--- src/skvt_pkg.sv ---
// Shared types and constants for the sorted key/value table.
// Used by skvt_front, skvt_engine and the top level; depends on nothing.
package skvt_pkg;

  localparam int CAPACITY    = 64;
  localparam int KEY_WIDTH   = 32;
  localparam int VALUE_WIDTH = 32;
  localparam int IDX_W       = $clog2(CAPACITY);
  localparam int CNT_W       = $clog2(CAPACITY + 1);
  localparam int ENTRY_W     = KEY_WIDTH + VALUE_WIDTH;

  typedef enum logic [2:0] {
    OP_INSERT_NEW    = 3'd0,
    OP_SET_OR_INSERT = 3'd1,
    OP_SET_EXISTING  = 3'd2,
    OP_FIND          = 3'd3,
    OP_EXISTS        = 3'd4,
    OP_ERASE         = 3'd5,
    OP_UNUSED_KEY    = 3'd6,
    OP_CLEAR         = 3'd7
  } op_t;

  typedef enum logic [1:0] {
    ST_OK        = 2'd0,
    ST_EXISTS    = 2'd1,
    ST_NOT_FOUND = 2'd2,
    ST_FULL      = 2'd3
  } status_t;

  typedef struct packed {
    logic [2:0]             opcode;
    logic [KEY_WIDTH-1:0]   key;
    logic [VALUE_WIDTH-1:0] value;
  } request_t;

  typedef struct packed {
    logic [1:0]             status;
    logic                   hit;
    logic [31:0]            value_out;
    logic [31:0]            key_out;
    logic [CNT_W-1:0]       entry_count;
  } result_t;

  typedef struct packed {
    op_t                    op;
    logic [KEY_WIDTH-1:0]   key;
    logic [VALUE_WIDTH-1:0] value;
  } cmd_t;

endpackage

--- src/skvt_front.sv ---
// Front end: accepts requests, decodes the opcode and holds them in a two-entry queue.
// Depends on skvt_pkg.
module skvt_front
  import skvt_pkg::*;
(
  input  logic     clk,
  input  logic     rst,
  input  logic     push,
  output logic     full,
  input  request_t request,
  output logic     cmd_valid,
  input  logic     cmd_take,
  output cmd_t     cmd
);

  cmd_t       slots [2];
  logic       wp;
  logic       rp;
  logic [1:0] cnt;
  logic       do_push;
  logic       do_pop;

  assign full      = (cnt == 2'd2);
  assign cmd_valid = (cnt != 2'd0);
  assign cmd       = slots[rp];
  assign do_push   = push && !full;
  assign do_pop    = cmd_take && cmd_valid;

  always_ff @(posedge clk) begin
    if (rst) begin
      wp  <= 1'b0;
      rp  <= 1'b0;
      cnt <= 2'd0;
    end else begin
      if (do_push) begin
        wp <= ~wp;
      end
      if (do_pop) begin
        rp <= ~rp;
      end
      cnt <= cnt + {1'b0, do_push} - {1'b0, do_pop};
    end
  end

  always_ff @(posedge clk) begin
    if (do_push) begin
      slots[wp] <= '{op: op_t'(request.opcode), key: request.key, value: request.value};
    end
  end

endmodule

--- config.mk ---
export PLATFORM = sky130hd
export DESIGN_NAME = skvt_front
export DESIGN_NICKNAME = d
export VERILOG_FILES = /design/src/skvt_pkg.sv /design/src/skvt_front.sv
export SDC_FILE = /design/constraint.sdc
export NUM_CORES = 1
export LEC_CHECK = 0
export BUFFER_PORTS_ARGS = -buffer_cell sky130_fd_sc_hd__buf_2
export CAP_MARGIN = 0
export CELL_PAD_IN_SITES_DETAIL_PLACEMENT = 1
export CELL_PAD_IN_SITES_GLOBAL_PLACEMENT = 2
export CORE_MARGIN = 8
export CORE_UTILIZATION = 42
export CTS_BUF_LIST = sky130_fd_sc_hd__clkbuf_2 sky130_fd_sc_hd__clkbuf_4 sky130_fd_sc_hd__clkbuf_8
export CTS_CLUSTER_DIAMETER = 40
export DETAILED_ROUTE_END_ITERATION = 6
export PLACE_DENSITY = 0.91
export SLEW_MARGIN = 20
export SYNTH_ARGS = -nofsm -noshare
export SYNTH_HDL_FRONTEND = slang
export SYNTH_SLANG_ARGS = --single-unit
export TNS_END_PERCENT = 50
--- constraint.sdc ---
create_clock -name clk -period 4.5 [get_ports clk]
set_input_delay 0.45 -clock clk [delete_from_list [all_inputs] [get_ports clk]]
set_output_delay 0.45 -clock clk [all_outputs]
set_load 0.05 [all_outputs]
After elaboration in Yosys (flattened, before gate mapping)
Memory sizes are Yosys's and may differ from the RTL's. A register that Yosys moved wholly into a read port is not among the register bits.
Index checks and enable logic that the tools add are counted.
- add/subtract/negate cells: 2
- equal/unequal tests: 1
- mux-type cells: 4
- bitwise gates (word level): 2
- reduce and logical (&&, ||, !) cells: 4
- operators with widths (operator ; number):
    $mux W1 ; 4
    $add A2 B1 Y2 ; 1
    $eq A2 B2 Y1 const B ; 1
    $logic_and A1 B1 Y1 ; 2
    $not A1 Y1 ; 2
    $reduce_bool A2 Y1 ; 1
    $sub A2 B1 Y2 ; 1
    $logic_not A1 Y1 ; 1
- bits in registers: 4
- RAM bits: 134
- bits of input ports: 71
- memories kept: 1
- memory list (name ; depth ; bits a word ; rd ports ; clocked after Yosys merged registers in ; wr ports ; line ; text):
    slots ; 2 ; 67 ; 1 ; 1 ; 1 ; skvt_front.sv:16 ; cmd_t slots [2];

Logic depth before layout (Yosys ltp)
Gate-level depths: netlist of run 1.
- depth after elaboration: 5
- mapped depth: 8

Least setup slack after synthesis of run 1
No wires, ideal clock.
- path type: register -> register
- from: reg cnt[0]
- to: mem slots[0][0] (netlist bit), enable pin
- setup time: 0.421 ns
- arrival time: 2.257 ns
- data required time: 4.079 ns
- setup slack: 1.822 ns
- cell stages (with the launch flop): 5
- buffers on the path: 0
- cell sequence: dfxtp_1 -> nand2b_2 -> inv_2 -> or3_1 -> inv_1
- longest elaborated chain between the ends: 5
- ends and longest elaborated chain (element ; line ; text):
    from (decl) ; skvt_front.sv:19 ; logic [1:0] cnt;
    from (signal assigned) ; skvt_front.sv:41 ; cnt <= cnt + {1'b0, do_push} - {1'b0, do_pop};
    $eq A2 B2 Y1 ; skvt_front.sv:23 ; assign full = (cnt == 2'd2);
    named net full ; skvt_front.sv:9 ; output logic full,
    $logic_not A1 Y1 ; skvt_front.sv:26 ; assign do_push = push && !full;
    $logic_and A1 B1 Y1 ; skvt_front.sv:26 ;
    $mux W1 ; skvt_front.sv:46 ; if (do_push) begin
    $mux W1 (implied by the code) ; skvt_front.sv:47 ; slots[wp] <= '{op: op_t'(request.opcode), key: request.key, value: request.value};
    to (decl) ; skvt_front.sv:16 ;
The timed path passes the listed nets, and every way through them passes these cells.

==> metrics.md, run 1 <==
| Metric | Value |
|---|---|
| Slew headroom | `a little over a third` |
| Clk pin slew, worst setup/hold paths | `~70 ps` |
| Final ANT Viol Nets | `0` |
| Vias/cell | `4.82` |
| Setup WS pre-CTS | `around 2200 ps` |
| Crit Path Max Fanout | `between 60 and 70` |
| Grt total ovfl | `0` |
| Reg-to-Reg Start | `cnt[0]` |
| Most frequent cells in the layout | `buf_2, edfxtp_1, mux2_2` |
| Worst min path class | `in2reg` |
| GP Congestion | `~0.67` |
| Worst path top cell family by delay | `flip-flops` |
| Syn Area/Cell | `~22 sq um` |
| Met3 GRT Util | `under 10%` |
| Hold buffers post-CTS | `0` |
| Max-Cap Viols | `0` |
| RSZ-0062 raised after global routing | `no` |
| Fin crit share | `56.2%` |
| Core region area | `11900 sq um` |
| Area added between synthesis and finish | `23.5%` |
| Final worst setup slack | `1970 ps` |
| Crit. End Element | `primary output` |
| Initial antenna violation count | `2` |
| Area contributors post-synth | `edfxtp_1, mux2_2, dfxtp_1` |
| CP Launch Type | `flop` |
| Initial Util | `around 43%` |
| Clock Skews | `around 7.4 ps` |
| Crit-path cells | `mux2_2 > buf_2` |
| Starting DRT DRC Count | `169` |
| Global-route wire length before repair | `16.0 mm` |
| Worst Max-Slew Pin Slew | `about 970 ps` |
| Crit path DAT | `~2100 ps` |
| Pin count of the biggest net entering global routing | `slightly below 70` |
| Fin crit period | `2530 ps` |
| Worst skew pair latency | `approximately 430 ps` |
| # H-tree levels | `4` |
| Post-DR wirelength/cell | `around 19 um` |
| Slowest-stage cell, CP | `dfxtp_4` |
| DIE AREA | `about 16000 sq um` |
| Worst EP required | `around 4100 ps` |
| Final Max Slew Viols | `0` |
| CTS tree | `built` |
| Met1 usage | `a little over an eighth` |
| Fin Setup TNS | `0 ps` |
| Final hold slack | `between 200 and 250 ps` |
| Port buffer count | `139` |
| Final setup violation count | `0` |
| Mapped Nets | `~310` |
| Synthesized area | `approximately 5000 sq um` |
| Drt first pass iters | `4` |
| Gr usage total | `between 10% and 20%` |
| Final total power | `3.92 mW` |
| Total CTS buffers | `17` |
| CTS-repair resized insts | `0` |
| Clock sink count | `between 100 and 150` |
| Synth cell types | `21` |
| Crit-path max cell delay | `~900 ps` |
| Vias in the first global route | `3036` |
| Vias | `approximately 2600` |
| Worst hold start | `request[17]` |
| Die X | `about 130 um` |
| Final Hold Fails | `0` |
| Worst VDD drop | `about 360 uV` |
| N_diodes | `0` |
| Most common cell after layout, fill and taps aside | `buf_2` |
| Std-Cell Rows | `40` |
| Lkg Pwr | `approximately 2.3 nW` |
| Final WL | `10.4 mm` |
| IO Pins | `between 100 and 150` |
| Post-route DRC | `0` |
| #FFs+latches synth | `139` |
| Longest Clk Path Bufs | `2` |
| Sequential area share after synthesis | `about four fifths` |
| Global routing's busiest layer | `met2` |
| Synth top area share | `about four fifths` |
| Post-CTS Setup Bufs | `0` |
| Nets@finish | `between 400 and 500` |
| Fin util | `about 53%` |
| Peak Freq | `roughly 0.4 GHz` |
| Cells after Synth | `234` |
| Status | `finished, final reports clean` |
| Clock Tree Root | `clkbuf_8` |
| WS Path Type | `reg2out` |
| Ratio of cells with drive above 1 in the final layout | `approximately three fifths` |
| Power density over the cells | `between 600 and 700 nW/um^2` |
| HPWL after DPL | `7.14 mm` |
| Synth warnings | `0` |
| Vert. Die Dim | `126 um` |
| WP buf/inv | `1` |
| GRT met2 Usage | `a little under a quarter` |
| Yosys top cell by area | `edfxtp_1` |
==> synthesized netlist by cell type <==
cell      count
ha_1          2
nand2b_2      1
edfxtp_1    134
dfxtp_1       5
buf_2         3
nor2b_1       1
inv_2         1
nor2_1        3
o21a_1        1
buf_4         1
xor2_1        1
nand2_1       1
and3_2        1
or3_1         1
or2_2         1
o21ai_0       1
inv_1         3
xnor2_1       2
buf_6         3
a21oi_1       1
mux2_2       67
==> final timing paths <==
check | to | slack (ps) | cells after the start
setup / recovery | cmd[8] | 1970 | 2
hold / removal | slots[1][17] | 210 | 1
setup reg to reg | slots[0][36] | 2240 | 5
hold reg to reg | flop | 520 | 2
==> report_power, final <==
group	switching (mW)	leakage, nW	internal (mW)
clock network	0.429	0.178	0.478
logic	0.921	0.878	0.366
registers	0.117	1.29	1.61
total	1.47	2.35	2.45
==> flip-flops by register name (all words and copies together), names as in the netlist, named ones only <==
signal and cells:
wp 1, slots 134, rp 1, cnt 2
==> metal layers <==
layer / vias up / share of wire (%)
met5: - / 0.22
met4: 4 / 1.6
met3: 17 / 7.8
met2: 96 / 52
li1: 1218 / -
met1: 1290 / 38
==> area by class of cell <==
class | instances | area (sq um)
clock inverters | 13 | 109
inverters | 4 | 17.5
flip-flops and latches | 139 | 4130
fillers | 1143 | 5650
multi-input cells | 84 | 877
well taps | 147 | 184
repair buffers | 140 | 703
clock buffers | 18 | 241
==> metrics by stage <==
stage,cell area (sq um),instances
2_1_floorplan,5070,234
3_3_place_gp,5910,514
3_5_place_dp,5910,514
4_1_cts,6260,545
5_1_grt,6260,545
6_report,6260,545
==> logic make-up after synthesis <==
family	after synthesis	share of synthesized area, %
adders and majority gates	2	0.494
xor gates and xnor gates	3	0.518
buffers and inverters	11	1.41
DFF	139	81.4
muxes	67	14.9
AOI/OAI and AO/OA	3	0.345
and+or+nand+nor	9	0.988
Note: power is estimated with default switching activity, not from simulation.
==> run 2: changes to the inputs <==
- ABC_AREA: default -> 1
- CORE_UTILIZATION: 42 -> 39
- PLACE_DENSITY: 0.91 -> 0.85
- clock period: 4.5 -> 2.4 ns (I/O delays scaled with it)
==> metrics.md, run 2 <==
| Metric | Value |
|---|---|
| Post-CTS Setup Bufs | `0 (unchanged)` |
| Vert. Die Dim | `131 um (+4.4%)` |
| Worst EP required | `2160 ps (-1890 ps)` |
| Final Hold Fails | `0 (unchanged)` |
| Global-route wire length before repair | `19.1 mm (+19%)` |
| Worst Max-Slew Pin Slew | `557 ps (-409 ps)` |
| CTS tree | `built` |
| Most frequent cells in the layout | `buf_2, edfxtp_1, dlygate4sd3_1` |
| Status | `finished, final reports clean` |
| Fin crit period | `just over 2000 ps` |
| Std-Cell Rows | `42 (+5.0%)` |
| Synth warnings | `0 (unchanged)` |
| Nets@finish | `544 (+19%)` |
| Crit Path Max Fanout | `28 (-58%)` |
| Total CTS buffers | `17 (unchanged)` |
| Largest regs | `slots (134), cnt (2)` |
| Worst hold start | `push` |
| Longest Clk Path Bufs | `2 (unchanged)` |
| Reg-to-Reg Start | `cnt[0]` |
| Peak Freq | `0.494 GHz` |
| Area contributors post-synth | `edfxtp_1, mux2_4, mux2_2` |
| Worst skew pair latency | `430 ps (about the same)` |
| Synth cell types | `13 (-38%)` |
| Crit-path cells | `buf_4 > mux2_2 > buf_2` |
| Fin util | `55.3% (+2.8 points)` |
| #FFs+latches synth | `139 (unchanged)` |
| Clock Skews | `5.84 ps (-1.61 ps)` |
| Grt total ovfl | `0 (unchanged)` |
| Initial antenna violation count | `1 (-1)` |
| Count leader, synth | `edfxtp_1` |
| Mapped Nets | `319 (+3.9%)` |
| Worst min path class | `in2reg` |
| Final WL | `12.4 mm (+19%)` |
| Syn Area/Cell | `21.1 sq um (-2.5%)` |
| Synthesized area | `5190 sq um (+2.5%)` |
| Clk pin slew, worst setup/hold paths | `70 ps (about the same)` |
| Most common cell after layout, fill and taps aside | `buf_2` |
| DIE AREA | `17300 sq um (+9.0%)` |
| Worst R2R Path Depth | `10 (+5)` |
| Fin crit share | `a little over four fifths` |
| Drt first pass iters | `4 (unchanged)` |
| Initial Util | `39.5% (-3.0 points)` |
| Worst path top cell family by delay | `buffers and inverters` |
| RSZ-0062 raised after global routing | `no` |
| Vias | `2999 (+14%)` |
| Post-synth top flop | `edfxtp_1` |
| Async set-reset flop share out of synthesis | `0% (unchanged)` |
| Clock sink count | `139 (unchanged)` |
| Pin count of the biggest net entering global routing | `41 (-40%)` |
| Flop2flop setup slack | `690 ps (-1550 ps)` |
| Post-route DRC | `0 (unchanged)` |
| WS Path Type | `reg2out` |
| Max-Cap Viols | `0 (unchanged)` |
| Max reg flops | `134 (unchanged)` |
| Vias in the first global route | `3496 (+15%)` |
| Final Max Slew Viols | `0 (unchanged)` |
| Worst VDD drop | `620 uV (+71%)` |
| Hold path depth | `3 (+2)` |
| # H-tree levels | `4 (unchanged)` |
| CP Launch Type | `flop` |
| IO Pins | `140 (unchanged)` |
| Vias/cell | `4.54 (-5.7%)` |
| Sequential area share after synthesis | `79.4% (-2.0 points)` |
| Clock Tree Root | `clkbuf_8` |
| Slew headroom | `62.9% (+27 points)` |
| Final ANT Viol Nets | `0 (unchanged)` |
| Slowest-stage cell, CP | `mux2_2` |
| Final setup violation count | `0 (unchanged)` |
| Ratio of cells with drive above 1 in the final layout | `50.7% (-8.8 points)` |
| Crit path DAT | `1780 ps (-300 ps)` |
| Post-DR wirelength/cell | `18.8 um (-1.9%)` |
| Lkg Pwr | `2.85 nW (+21%)` |
| HPWL after DPL | `7.48 mm (+4.8%)` |
| Power density over the cells | `1130 nW/um^2 (+81%)` |
| Reg-to-Reg End | `cnt[1]` |
| Port buffer count | `139 (unchanged)` |
| Gr usage total | `14.3% (+0.96 points)` |
| Synth top area share | `77.5% (-1.9 points)` |
| Post-synth EDFFs | `134 (unchanged)` |
| WP buf/inv | `2 (+1)` |
| Yosys top cell by area | `edfxtp_1` |
| Most frequent cells after synthesis | `edfxtp_1, mux2_2, mux2_4` |
| Core region area | `13100 sq um (+10%)` |
| Crit-path max cell delay | `390 ps (-510 ps)` |
| GP Congestion | `0.721 (+7.7%)` |
| Starting DRT DRC Count | `131 (-22%)` |
| Die X | `131 um (+4.4%)` |
| Fin Setup TNS | `0 ps (unchanged)` |
| Crit. End Element | `primary output` |
| Reg with most FFs | `slots` |
| Hold Path End | `wp` |
| Cells after Synth | `246 (+5.1%)` |
| Fillers | `1259 (+10%)` |
| Area added between synthesis and finish | `39.9%` |
-- run 2: layer usage --
layer,share of wire (%),track usage [%],vias up
met5,0,0,-
met4,1.8,5.11,0
met3,5.6,5.49,15
met2,54,26.3,95
met1,39,14.4,1488
li1,-,-,1401
-- run 2: cell families (layout without fill, tap and decap cells) --
family | count (synthesis) | count (layout) | share of synthesized area, %
flip-flops | 139 | 139 | 79.4
multiplexers | 67 | 67 | 16.7
AND/OR/NAND/NOR | 20 | 20 | 1.52
buffers and inverters | 16 | 253 | 1.73
adder cells (fa/ha/maj) | 2 | 2 | 0.482
AO/OA/AOI/OAI | 2 | 2 | 0.193
other | 0 | 1 | 0
-- run 2: final cells by class --
cell class / count / area (sq um) / share of cell area [%]
clock inverter: 14 / 226 / 3.12
sequential: 139 / 4130 / 56.8
timing repair buffer: 213 / 1430 / 19.7
inverter: 9 / 33.8 / 0.465
multi-input combinational: 91 / 988 / 13.6
antenna: 1 / 2.50 / 0.0344
tap: 176 / 220 / 3.03
clock buffer: 17 / 234 / 3.22
-- run 2: worst max-delay path by stage --
stage	start	end	slack [ps]	cells after the start
final	flop	cmd[13]	380	3
after global routing	flop	cmd[13]	290	3
after CTS	flop	cmd[34]	340	3
after detailed placement	cnt[0]	slots[0][38]	710	5
after global placement	cnt[0]	slots[0][45]	830	5
after floorplan	cnt[0]	slots[1][0]	90	4
-- run 2: tightest hold or removal path, cell delays in order --
cell and delay [ps]:
buf_2 110, a21oi_1 70, nor2_1 90
-- run 2: repair_timing --
item	in CTS	in global routing
gates resized for setup	0	0
endpoints found under the hold margin	135	0
hold buffers	68	0
-- run 2: stage by stage --
stage	std cells	hold slack [ps]	area, sq um	setup WS, ps	power, mW
after detailed placement	560	416	6120	713	6.03
after CTS	659	83.3	7260	340	8.31
after global placement	560	415	6120	831	5.96
after global routing	660	112	7270	291	8.55
after floorplan	246	311	5200	91.3	5.39
final	660	112	7270	376	8.24
-- run 2: where the power goes --
part           switching, mW  internal (mW)  leakage [nW]
sequential            0.0995           3.07          1.29
combinational           2.01          0.863          1.33
clock                  0.870           1.32         0.225
total                   2.98           5.26          2.85
