**config.mk**
```make
export PLATFORM = sky130hd
export DESIGN_NAME = skvt_engine
export DESIGN_NICKNAME = d
export VERILOG_FILES = /design/src/skvt_pkg.sv /design/src/skvt_ram.sv /design/src/skvt_engine.sv
export SDC_FILE = /design/constraint.sdc
export NUM_CORES = 2
export LEC_CHECK = 0
export ABC_AREA = 0
export BUFFER_PORTS_ARGS = -buffer_cell sky130_fd_sc_hd__buf_2
export CAP_MARGIN = 10
export CORE_MARGIN = 2
export CORE_UTILIZATION = 45
export CTS_CLUSTER_DIAMETER = 30
export DETAILED_ROUTE_END_ITERATION = 8
export PLACE_DENSITY = 0.68
export SYNTH_ARGS = -nofsm -noshare
export SYNTH_HDL_FRONTEND = slang
export SYNTH_HIERARCHICAL = 1
export SYNTH_SLANG_ARGS = --single-unit
```
**constraint.sdc**
```tcl
create_clock -name clk -period 19.2 [get_ports clk]
set_clock_uncertainty 0.15 [all_clocks]
set_input_delay 0.96 -clock clk [delete_from_list [all_inputs] [get_ports clk]]
set_output_delay 0.96 -clock clk [all_outputs]
set_load 0.05 [all_outputs]
```
**src/skvt_pkg.sv**
```systemverilog
// Shared types and constants for the sorted key/value table.
// Used by skvt_front, skvt_engine and the top level; depends on nothing.
package skvt_pkg;

  localparam int CAPACITY    = 64;
  localparam int KEY_WIDTH   = 32;
  localparam int VALUE_WIDTH = 32;
  localparam int IDX_W       = $clog2(CAPACITY);
  localparam int CNT_W       = $clog2(CAPACITY + 1);
  localparam int ENTRY_W     = KEY_WIDTH + VALUE_WIDTH;

  typedef enum logic [2:0] {
    OP_INSERT_NEW    = 3'd0,
    OP_SET_OR_INSERT = 3'd1,
    OP_SET_EXISTING  = 3'd2,
    OP_FIND          = 3'd3,
    OP_EXISTS        = 3'd4,
    OP_ERASE         = 3'd5,
    OP_UNUSED_KEY    = 3'd6,
    OP_CLEAR         = 3'd7
  } op_t;

  typedef enum logic [1:0] {
    ST_OK        = 2'd0,
    ST_EXISTS    = 2'd1,
    ST_NOT_FOUND = 2'd2,
    ST_FULL      = 2'd3
  } status_t;

  typedef struct packed {
    logic [2:0]             opcode;
    logic [KEY_WIDTH-1:0]   key;
    logic [VALUE_WIDTH-1:0] value;
  } request_t;

  typedef struct packed {
    logic [1:0]             status;
    logic                   hit;
    logic [31:0]            value_out;
    logic [31:0]            key_out;
    logic [CNT_W-1:0]       entry_count;
  } result_t;

  typedef struct packed {
    op_t                    op;
    logic [KEY_WIDTH-1:0]   key;
    logic [VALUE_WIDTH-1:0] value;
  } cmd_t;

endpackage

```
**src/skvt_ram.sv**
```systemverilog
// Generic single-write, single-read RAM with registered read data.
// Depends on nothing.
module skvt_ram #(
  parameter int WIDTH = 8,
  parameter int DEPTH = 16
) (
  input  logic                     clk,
  input  logic                     we,
  input  logic [$clog2(DEPTH)-1:0] waddr,
  input  logic [WIDTH-1:0]         wdata,
  input  logic [$clog2(DEPTH)-1:0] raddr,
  output logic [WIDTH-1:0]         rdata
);

  logic [WIDTH-1:0] mem [DEPTH];

  always_ff @(posedge clk) begin
    if (we) begin
      mem[waddr] <= wdata;
    end
    rdata <= mem[raddr];
  end

endmodule

```
**src/skvt_engine.sv**
```systemverilog
// Back end: binary search, entry shifting and key scan over the entry RAM.
// Depends on skvt_pkg and skvt_ram.
module skvt_engine
  import skvt_pkg::*;
(
  input  logic    clk,
  input  logic    rst,
  input  logic    cmd_valid,
  output logic    cmd_take,
  input  cmd_t    cmd_in,
  output logic    res_valid,
  input  logic    res_ready,
  output result_t res
);

  typedef enum logic [10:0] {
    S_IDLE     = 11'b00000000001,
    S_LB_RD    = 11'b00000000010,
    S_LB_CMP   = 11'b00000000100,
    S_CHK_RD   = 11'b00000001000,
    S_CHK_CMP  = 11'b00000010000,
    S_SH_RD    = 11'b00000100000,
    S_SH_WR    = 11'b00001000000,
    S_INS      = 11'b00010000000,
    S_SCAN_RD  = 11'b00100000000,
    S_SCAN_CMP = 11'b01000000000,
    S_DONE     = 11'b10000000000
  } state_t;

  state_t                 state;
  cmd_t                   cmd;
  logic [CNT_W-1:0]       count;
  logic [CNT_W-1:0]       base;
  logic [CNT_W-1:0]       len;
  logic [CNT_W-1:0]       idx;
  logic [CNT_W-1:0]       ptr;
  status_t                r_status;
  logic                   r_hit;
  logic [31:0]            r_vout;
  logic [31:0]            r_kout;

  logic                   we;
  logic [IDX_W-1:0]       waddr;
  logic [ENTRY_W-1:0]     wdata;
  logic [IDX_W-1:0]       raddr;
  logic [ENTRY_W-1:0]     rdata;
  logic [KEY_WIDTH-1:0]   rkey;
  logic [VALUE_WIDTH-1:0] rval;
  logic [CNT_W-1:0]       mid;
  logic                   present;
  logic                   is_insert;

  assign rkey      = rdata[ENTRY_W-1:VALUE_WIDTH];
  assign rval      = rdata[VALUE_WIDTH-1:0];
  assign mid       = base + (len >> 1);
  assign present   = (idx < count) && (rkey == cmd.key);
  assign is_insert = (cmd.op == OP_INSERT_NEW) || (cmd.op == OP_SET_OR_INSERT);
  assign cmd_take  = (state == S_IDLE) && cmd_valid;
  assign res_valid = (state == S_DONE);
  assign res       = '{status: r_status, hit: r_hit, value_out: r_vout,
                       key_out: r_kout, entry_count: count};

  skvt_ram #(.WIDTH(ENTRY_W), .DEPTH(CAPACITY)) u_ram (
    .clk   (clk),
    .we    (we),
    .waddr (waddr),
    .wdata (wdata),
    .raddr (raddr),
    .rdata (rdata)
  );

  always_comb begin
    we    = 1'b0;
    waddr = idx[IDX_W-1:0];
    wdata = {cmd.key, cmd.value};
    raddr = ptr[IDX_W-1:0];
    unique case (state)
      S_LB_RD, S_LB_CMP: raddr = mid[IDX_W-1:0];
      S_CHK_RD: raddr = idx[IDX_W-1:0];
      S_CHK_CMP: begin
        if (present && (cmd.op == OP_SET_OR_INSERT || cmd.op == OP_SET_EXISTING)) begin
          we = 1'b1;
        end else if (!present && is_insert && count != CNT_W'(CAPACITY) && idx == count) begin
          we = 1'b1;
        end
      end
      S_SH_WR: begin
        we    = 1'b1;
        wdata = rdata;
        if (is_insert) begin
          waddr = IDX_W'(ptr + 1'b1);
        end else begin
          waddr = IDX_W'(ptr - 1'b1);
        end
      end
      S_INS: we = 1'b1;
      default: ;
    endcase
  end

  always_ff @(posedge clk) begin
    if (rst) begin
      state <= S_IDLE;
      count <= '0;
    end else begin
      unique case (state)
        S_IDLE: begin
          if (cmd_valid) begin
            cmd      <= cmd_in;
            base     <= '0;
            len      <= count;
            r_status <= ST_OK;
            r_hit    <= 1'b0;
            r_vout   <= '0;
            r_kout   <= '0;
            if (cmd_in.op == OP_CLEAR) begin
              count <= '0;
              state <= S_DONE;
            end else begin
              state <= S_LB_RD;
            end
          end
        end
        S_LB_RD: begin
          if (len == '0) begin
            idx   <= base;
            state <= S_CHK_RD;
          end else begin
            state <= S_LB_CMP;
          end
        end
        S_LB_CMP: begin
          if (rkey < cmd.key) begin
            base <= mid + 1'b1;
            len  <= len - (len >> 1) - 1'b1;
          end else begin
            len <= len >> 1;
          end
          state <= S_LB_RD;
        end
        S_CHK_RD: state <= S_CHK_CMP;
        S_CHK_CMP: begin
          state <= S_DONE;
          unique case (cmd.op)
            OP_INSERT_NEW, OP_SET_OR_INSERT: begin
              if (present) begin
                r_hit <= 1'b1;
                if (cmd.op == OP_INSERT_NEW) begin
                  r_status <= ST_EXISTS;
                end
              end else if (count == CNT_W'(CAPACITY)) begin
                r_status <= ST_FULL;
              end else if (idx == count) begin
                count <= count + 1'b1;
              end else begin
                ptr   <= count - 1'b1;
                state <= S_SH_RD;
              end
            end
            OP_SET_EXISTING: begin
              r_hit <= present;
              if (!present) begin
                r_status <= ST_NOT_FOUND;
              end
            end
            OP_FIND: begin
              r_hit <= present;
              if (present) begin
                r_vout <= 32'(rval);
              end else begin
                r_status <= ST_NOT_FOUND;
              end
            end
            OP_EXISTS: r_hit <= present;
            OP_ERASE: begin
              if (present) begin
                r_hit <= 1'b1;
                if (idx + 1'b1 < count) begin
                  ptr   <= idx + 1'b1;
                  state <= S_SH_RD;
                end else begin
                  count <= count - 1'b1;
                end
              end else begin
                r_status <= ST_NOT_FOUND;
              end
            end
            OP_UNUSED_KEY: begin
              ptr   <= '0;
              state <= S_SCAN_RD;
            end
            OP_CLEAR: count <= '0;
          endcase
        end
        S_SH_RD: state <= S_SH_WR;
        S_SH_WR: begin
          if (is_insert) begin
            if (ptr == idx) begin
              state <= S_INS;
            end else begin
              ptr   <= ptr - 1'b1;
              state <= S_SH_RD;
            end
          end else begin
            if (ptr + 1'b1 == count) begin
              count <= count - 1'b1;
              state <= S_DONE;
            end else begin
              ptr   <= ptr + 1'b1;
              state <= S_SH_RD;
            end
          end
        end
        S_INS: begin
          count <= count + 1'b1;
          state <= S_DONE;
        end
        S_SCAN_RD: begin
          if (ptr == count) begin
            r_kout <= 32'(ptr);
            state  <= S_DONE;
          end else begin
            state <= S_SCAN_CMP;
          end
        end
        S_SCAN_CMP: begin
          if (rkey != KEY_WIDTH'(ptr)) begin
            r_kout <= 32'(ptr);
            state  <= S_DONE;
          end else begin
            ptr   <= ptr + 1'b1;
            state <= S_SCAN_RD;
          end
        end
        S_DONE: begin
          if (res_ready) begin
            state <= S_IDLE;
          end
        end
        default: state <= S_IDLE;
      endcase
    end
  end

endmodule

```
== Word-level counts from Yosys, hierarchy flattened ==
Memory sizes are Yosys's and may differ from the RTL's. A register that Yosys moved wholly into a read port is not among the register bits.
Cells that the tools add are included.

* Register bits: 180
* Bits in latches: 0
* Memory bits (writable): 4096
* ROM bits: 0
* Bits of input ports: 71
* Output and inout port bits: 76
* Word-level logic and storage cells: 186
* Memories kept: 1

* Add/sub/neg operators: 9
* $mul: 0
* Divide/modulo/power cells: 0
* $lt $le $gt $ge: 3
* Equality and inequality tests: 55
* Shift-type cells: 0
* Mux-type cells: 71
* Bitwise gates (word level): 1
* Reduce and logical (&&, ||, !) cells: 33

{| class="wikitable"
|+ Memory list
! name !! words !! bits a word !! read ports !! clocked after Yosys merged registers in !! wr ports !! RTL line !! RTL
|-
| u_ram.mem || 64 || 64 || 1 || 1 || 1 || skvt_ram.sv:15 || <nowiki>logic [WIDTH-1:0] mem [DEPTH];</nowiki>
|}

{| class="wikitable"
|+ Operator list
! cell !! count
|-
| two-way mux 32 bit || 5
|-
| two-way mux 7 bit || 22
|-
| two-way mux 11 bit || 12
|-
| case mux 11 bit (11 select lines) || 1
|-
| case mux 32 bit (3 select lines) || 1
|-
| two-way mux 64 bit || 1
|-
| case mux 32 bit (2 select lines) || 1
|-
| case mux 7 bit (3 select lines) || 3
|-
| inequality test 3 bit, second input constant || 12
|-
| case mux 11 bit (3 select lines) || 1
|-
| equality test 32 bit || 1
|-
| < comparator 32 bit || 1
|-
| inequality test 32 x 7 -> 1 bit || 1
|-
| adder 7 x 1 -> 7 bit, second input constant || 4
|-
| equality test 7 bit || 4
|-
| case mux 7 bit (2 select lines) || 2
|-
| case mux 7 bit (4 select lines) || 1
|-
| AND reduction 11 bit || 2
|-
| subtractor 7 x 1 -> 7 bit, second input constant || 3
|-
| inequality test 2 bit, second input constant || 8
|-
| equality test 3 bit, second input constant || 5
|-
| AND reduction 5 bit || 3
|-
| < comparator 7 bit || 2
|-
| two-way mux 6 bit || 2
|-
| 43 further kinds || 74
|}

== Logic depth before layout (Yosys ltp) ==
* Word-level depth: 11
* Gate-level depth with buffers: 17
* Gate-level depth less buffers: 12

== Cells and area by module ==
Netlist, hierarchy kept.

{| class="wikitable"
|+ Modules (own cells, without submodules)
! module !! times used !! cells each !! area each (um^2) !! sequential area each (um^2)
|-
| skvt_ram || 1 || 6812 || 156888.0 || 124279.2
|-
| skvt_engine || 1 || 1060 || 9999.6 || 4474.3
|}

== Worst setup path after synthesis ==
Ideal clock, no wire load.

* Path kind: flip-flop to flip-flop
* From: reg count[3]
* To: mem u_ram/mem[48][0] (netlist bit) (enable)
* Library setup time: 0.565 ns
* Arrival: 7.168 ns
* Data required time: 18.485 ns
* Setup slack: 11.317 ns
* Stages on the path, launching flop included: 12
* Path buffers: 2
* Clock period less this slack: 7.883 ns
* Cells stage by stage: dfxtp_1 clkbuf_1 inv_1 ha_1 a21o_1 a311oi_1 and4_1 buf_2 a211o_1 a41o_1 nand2_1 nor3_1

* Cells in the longest elaborated chain, start to end: 11
* Elaborated cells between the ends (all ways): 14
* Classes of those cells: 1 x order compare; 2 x eq/ne; 5 x mux; 6 x reduce/logical

{| class="wikitable"
|+ Ends and longest elaborated chain
! what !! RTL line !! RTL
|-
| from (decl) || skvt_engine.sv:32 || <nowiki>logic [CNT_W-1:0] count;</nowiki>
|-
| from (signal assigned) || skvt_engine.sv:154 || <nowiki>count <= count + 1'b1;</nowiki>
|-
| from (signal assigned) || skvt_engine.sv:182 || <nowiki>count <= count - 1'b1;</nowiki>
|-
| from (signal assigned) || skvt_engine.sv:206 || <nowiki>count <= count - 1'b1;</nowiki>
|-
| < comparator 7 bit || skvt_engine.sv:56 || <nowiki>assign present = (idx < count) && (rkey == cmd.key);</nowiki>
|-
| logical AND 1 bit || skvt_engine.sv:56 ||
|-
| logical NOT 1 bit || n/a ||
|-
| logical AND 1 bit (3 in a row) || skvt_engine.sv:83 || <nowiki>end else if (!present && is_insert && count != CNT_W'(CAPACITY) && idx == count) begin</nowiki>
|-
| two-way mux 1 bit || skvt_engine.sv:83 ||
|-
| two-way mux 1 bit * || skvt_engine.sv:81 || <nowiki>if (present && (cmd.op == OP_SET_OR_INSERT || cmd.op == OP_SET_EXISTING)) begin</nowiki>
|-
| case mux 1 bit (2 select lines) * || skvt_engine.sv:77 || <nowiki>unique case (state)</nowiki>
|-
| via we || skvt_engine.sv:42 || <nowiki>logic we;</nowiki>
|-
| two-way mux 1 bit * || skvt_ram.sv:18 || <nowiki>if (we) begin</nowiki>
|-
| two-way mux 1 bit (not written as such) * || skvt_ram.sv:19 || <nowiki>mem[waddr] <= wdata;</nowiki>
|-
| to (decl) || skvt_ram.sv:15 ||
|}

The timed path passes the listed nets; every way through them passes the cells marked *.

== Worst setup path in the final report ==
* From: reg state[5]
* To: reg u_ram.rdata[45], read port of u_ram.mem

* Cells in the longest elaborated chain, start to end: 3
* Elaborated cells between the ends (all ways): 5
* Classes of those cells: 3 x eq/ne; 1 x mux; 1 x reduce/logical

{| class="wikitable"
|+ Ends and longest elaborated chain
! what !! RTL line !! RTL
|-
| from (decl) || skvt_engine.sv:30 || <nowiki>state_t state;</nowiki>
|-
| from (signal assigned) || skvt_engine.sv:103 || <nowiki>state <= S_IDLE;</nowiki>
|-
| from (signal assigned) || skvt_engine.sv:118 || <nowiki>state <= S_DONE;</nowiki>
|-
| from (signal assigned) || skvt_engine.sv:120 || <nowiki>state <= S_LB_RD;</nowiki>
|-
| equality test 11 x 3 -> 1 bit or equality test 11 x 2 -> 1 bit (tied branches) || skvt_engine.sv:77 ||
|-
| OR reduction 2 bit || skvt_engine.sv:77 ||
|-
| case mux 6 bit (2 select lines) * || skvt_engine.sv:77 ||
|-
| via raddr[1] || skvt_engine.sv:45 || <nowiki>logic [IDX_W-1:0] raddr;</nowiki>
|-
| to (decl) || skvt_ram.sv:12 || <nowiki>output logic [WIDTH-1:0] rdata</nowiki>
|}

Marks and branches as above.
A chain may end at the register's enable or synchronous reset.

==> results.sh <==
export IMPL_run_status="finished clean"
export IMPL_cts_root_to_sink_buffers=4
export IMPL_final_period_utilization_pct=38.9
export IMPL_synth_async_reset_ratio_pct=0
export IMPL_post_dp_hpwl_um=253000
export IMPL_static_leakage_power_nw=63.3
export IMPL_wire_length_of_the_first_global_routing_pass_um=669000
export IMPL_final_max_slew_violation_count=0
export IMPL_drt_antenna_violating_nets=0
export IMPL_synthSimpleGateAreaFrac_pct=3.17
export IMPL_number_of_primary_i_o_pins=147
export IMPL_cts_sinks=4315
export IMPL_die_area_sq_mm=0.376
export IMPL_placed_cells_incl_taps=12800
export IMPL_nets=8660
export IMPL_aggregate_negative_setup_slack_ns=0
export IMPL_port_buffers=121
export IMPL_n_fill_cell=27200
export IMPL_ctsRootBufferMaster="clkbuf_16"
export IMPL_synth_compound_gate_area_share_pct=2.52
export IMPL_tritoncts_clock_tree="done"
export IMPL_critPathKind="register to register"
export IMPL_avgRoutedWirePerCell_um=33.9
export IMPL_post_synth_instance_area_sq_mm=0.167
export IMPL_power_mw=24.4
export IMPL_yosys_register_bits=4315
export IMPL_synth_sequential_area_ratio_pct=77.1
export IMPL_max_freq_ghz=0.134
export IMPL_drc=0
export IMPL_die_height_um=613
export IMPL_final_setup_viol_count=0
export IMPL_start_util_pct=45.2
export IMPL_non_filler_cells_final=14000
export IMPL_tritoncts_buffers=639
export IMPL_drt_first_iter_violations=13800
export IMPL_antenna_found_initial=21
export IMPL_grt_overflow=0
export IMPL_timing_hold_violations_final=0
export IMPL_clock_tree_htree_level_count=6
export IMPL_area_delta_synth_final_pct=18.4
export IMPL_routed_wl_um=476000
export IMPL_commonest_cells_after_routing_fill_and_taps_aside="edfxtp_1 (4233), mux4_2 (1024), clkbuf_16 (650), nand2_1 (359), buf_4 (268)"
export IMPL_arrival_ns=8.22
export IMPL_postCtsSetupBuffers=0
export IMPL_viasPerCell=6.32
export IMPL_postSynthAreaPerCell_sq_um=21.2
export IMPL_grt_start_max_net_pins=114
export IMPL_synth_xor_area_share_pct=0.310
export IMPL_hold_class="input port to register"
export IMPL_place_gp_congestion=0.886
export IMPL_synthAdderAreaFrac_pct=0.526
export IMPL_max_cap_viols=0
export IMPL_vias=88600
export IMPL_commonest_non_fill_non_tap_cell_in_the_layout="edfxtp_1"
export IMPL_yosysUniqueCellTypes=75
export IMPL_floorplan_core_area_sq_mm=0.369
export IMPL_crit_required_ns=19.95
export IMPL_clkLatencyLatePin_ns=1.05
export IMPL_worst_path_max_fanout=86
export IMPL_ir_worst_vdd_uv=107
export IMPL_grt_pass1_vias=88100
export IMPL_overall_die_width_um=613
export IMPL_ys_flop_type="edfxtp_1"
export IMPL_path_clk_slew_ns=0.06
export IMPL_powerDensity_mw_per_mm2=124
export IMPL_max_slew_margin_rel_pct=11.9
export IMPL_final_period_minus_worst_setup_slack_ns=7.47
export IMPL_rsz0062_at_grt="false"
export IMPL_worst_slew_pin_slew_ns=1.32
export IMPL_main_combinational_cell_family_by_area_after_synthesis="multiplexers"
export IMPL_worst_setup_path_end_kind="register"
export IMPL_muxShareOfSynthArea_pct=14.7
export IMPL_rows=223
export IMPL_synth_edf_count=4233
export IMPL_drt_first_pass_iters=8
export IMPL_fraction_of_layout_instances_using_a_drive_strength_above_1_pct=29.2
export IMPL_grt_util_all_layers_pct=25.1
export IMPL_worstSetupStartpointType="register"
export IMPL_synth_warnings=6
export IMPL_synthesis_instances=7872
-- cells in the mapped netlist, drive strengths merged, types with 22 or more instances --
master | n | area [sq um]
a21oi | 51 | 255
a22oi | 143 | 1070
a31oi | 53 | 332
and2 | 45 | 282
and3 | 26 | 163
buf | 272 | 1670
clkbuf | 204 | 766
dfxtp | 82 | 1640
edfxtp | 4233 | 127000
ha | 67 | 838
inv | 58 | 218
mux2i | 152 | 1520
mux4 | 1024 | 23100
nand2 | 367 | 1380
nand3 | 201 | 1010
nand4 | 97 | 607
nor2 | 170 | 638
nor3 | 22 | 110
o21a | 50 | 375
o21ai | 124 | 621
o221ai | 33 | 289
o22ai | 92 | 576
or3 | 58 | 363
xnor2 | 38 | 333
-- routing by layer --
layer | part of all wire (%) | GRT usage [%]
met1 | 37 | 34.2
met2 | 48 | 39.9
met3 | 12 | 5.76
met4 | 3.9 | 9.04
met5 | 0.014 | 0
-- cell type report --
| type | count | area, sq um | share of cell area, % |
|---|---|---|---|
| antenna | 6 | 15.0 | 0.00760 |
| timing repair buffer | 459 | 3450 | 1.74 |
| tap | 4950 | 6190 | 3.13 |
| clock buffer | 719 | 16700 | 8.44 |
| inverter | 58 | 218 | 0.110 |
| clock inverter | 465 | 5740 | 2.91 |
| sequential | 4315 | 129000 | 65.2 |
| multi-input combinational | 3047 | 36600 | 18.5 |
-- repair_timing --
item,in CTS,in global routing
hold buffers,58,0
gates resized for setup,0,0
hold endpoints to repair,58,0
-- flip-flops by register name (all words and copies together), names as in the netlist --
signal and count:
cmd 67, state 11, count 7, base 7, ptr 7, u_ram/rdata 64
r_hit 1, r_vout 32, r_status 2, u_ram/mem 4096, len 7, idx 7
r_kout 7
-- kinds of logic after synthesis --
group	count (synthesis)
buffers and inverters	534
AOI/OAI and AO/OA	628
other	1
DFF	4315
and+or+nand+nor	1090
xor gates and xnor gates	59
adders and majority gates	69
muxes	1176
-- where the power goes --
part,total [mW],internal (mW),switching (mW)
combinational,1.82,0.628,1.19
sequential,10.7,10.6,0.101
clock,11.9,7.43,4.50
total,24.4,18.6,5.79
-- per-stage QoR --
step / area [sq um] / hold WS (ns) / util (%) / worst slack (ns)
finish: 198000 / 0.0707 / 53.5 / 11.73
global route: 198000 / 0.0361 / 53.5 / 11.35
CTS: 198000 / 0.0232 / 53.5 / 11.76
detailed placement: 175000 / 0.296 / 47.3 / 11.79
global placement: 175000 / 0.295 / 47.3 / 11.60
floorplan: 167000 / 0.283 / - / 11.32
-- path summary, 6_finish.rpt --
path                         startpoint                       to  slack (ns)  cells after the start
setup / recovery  state[5]$_SDFFE_PP0P_  u_ram/rdata[45]$_DFF_P_       11.73                     15
hold / removal                cmd_in[6]         cmd[6]$_DFFE_PP_        0.07                      1
setup reg to reg  state[5]$_SDFFE_PP0P_  u_ram/rdata[45]$_DFF_P_       11.73                     15
hold reg to reg   base[0]$_SDFFCE_PP0P_         idx[0]$_DFFE_PP_        0.30                      0
-- worst max-delay path, cell delays in order, from the launching register on --
cell	delay, ns
dfxtp_1	0.40
nor4_1	0.59
nand2_1	0.19
nor4_1	0.58
a22oi_1	0.24
o21ai_4	0.13
buf_4	0.48
buf_4	0.69
buf_4	0.74
buf_12	0.51
buf_4	0.86
mux4_2	0.44
a22oi_1	0.22
nand3_1	0.12
o21ai_0	0.53
nor2_1	0.15
No activity file was read; power rests on OpenSTA's default activity.
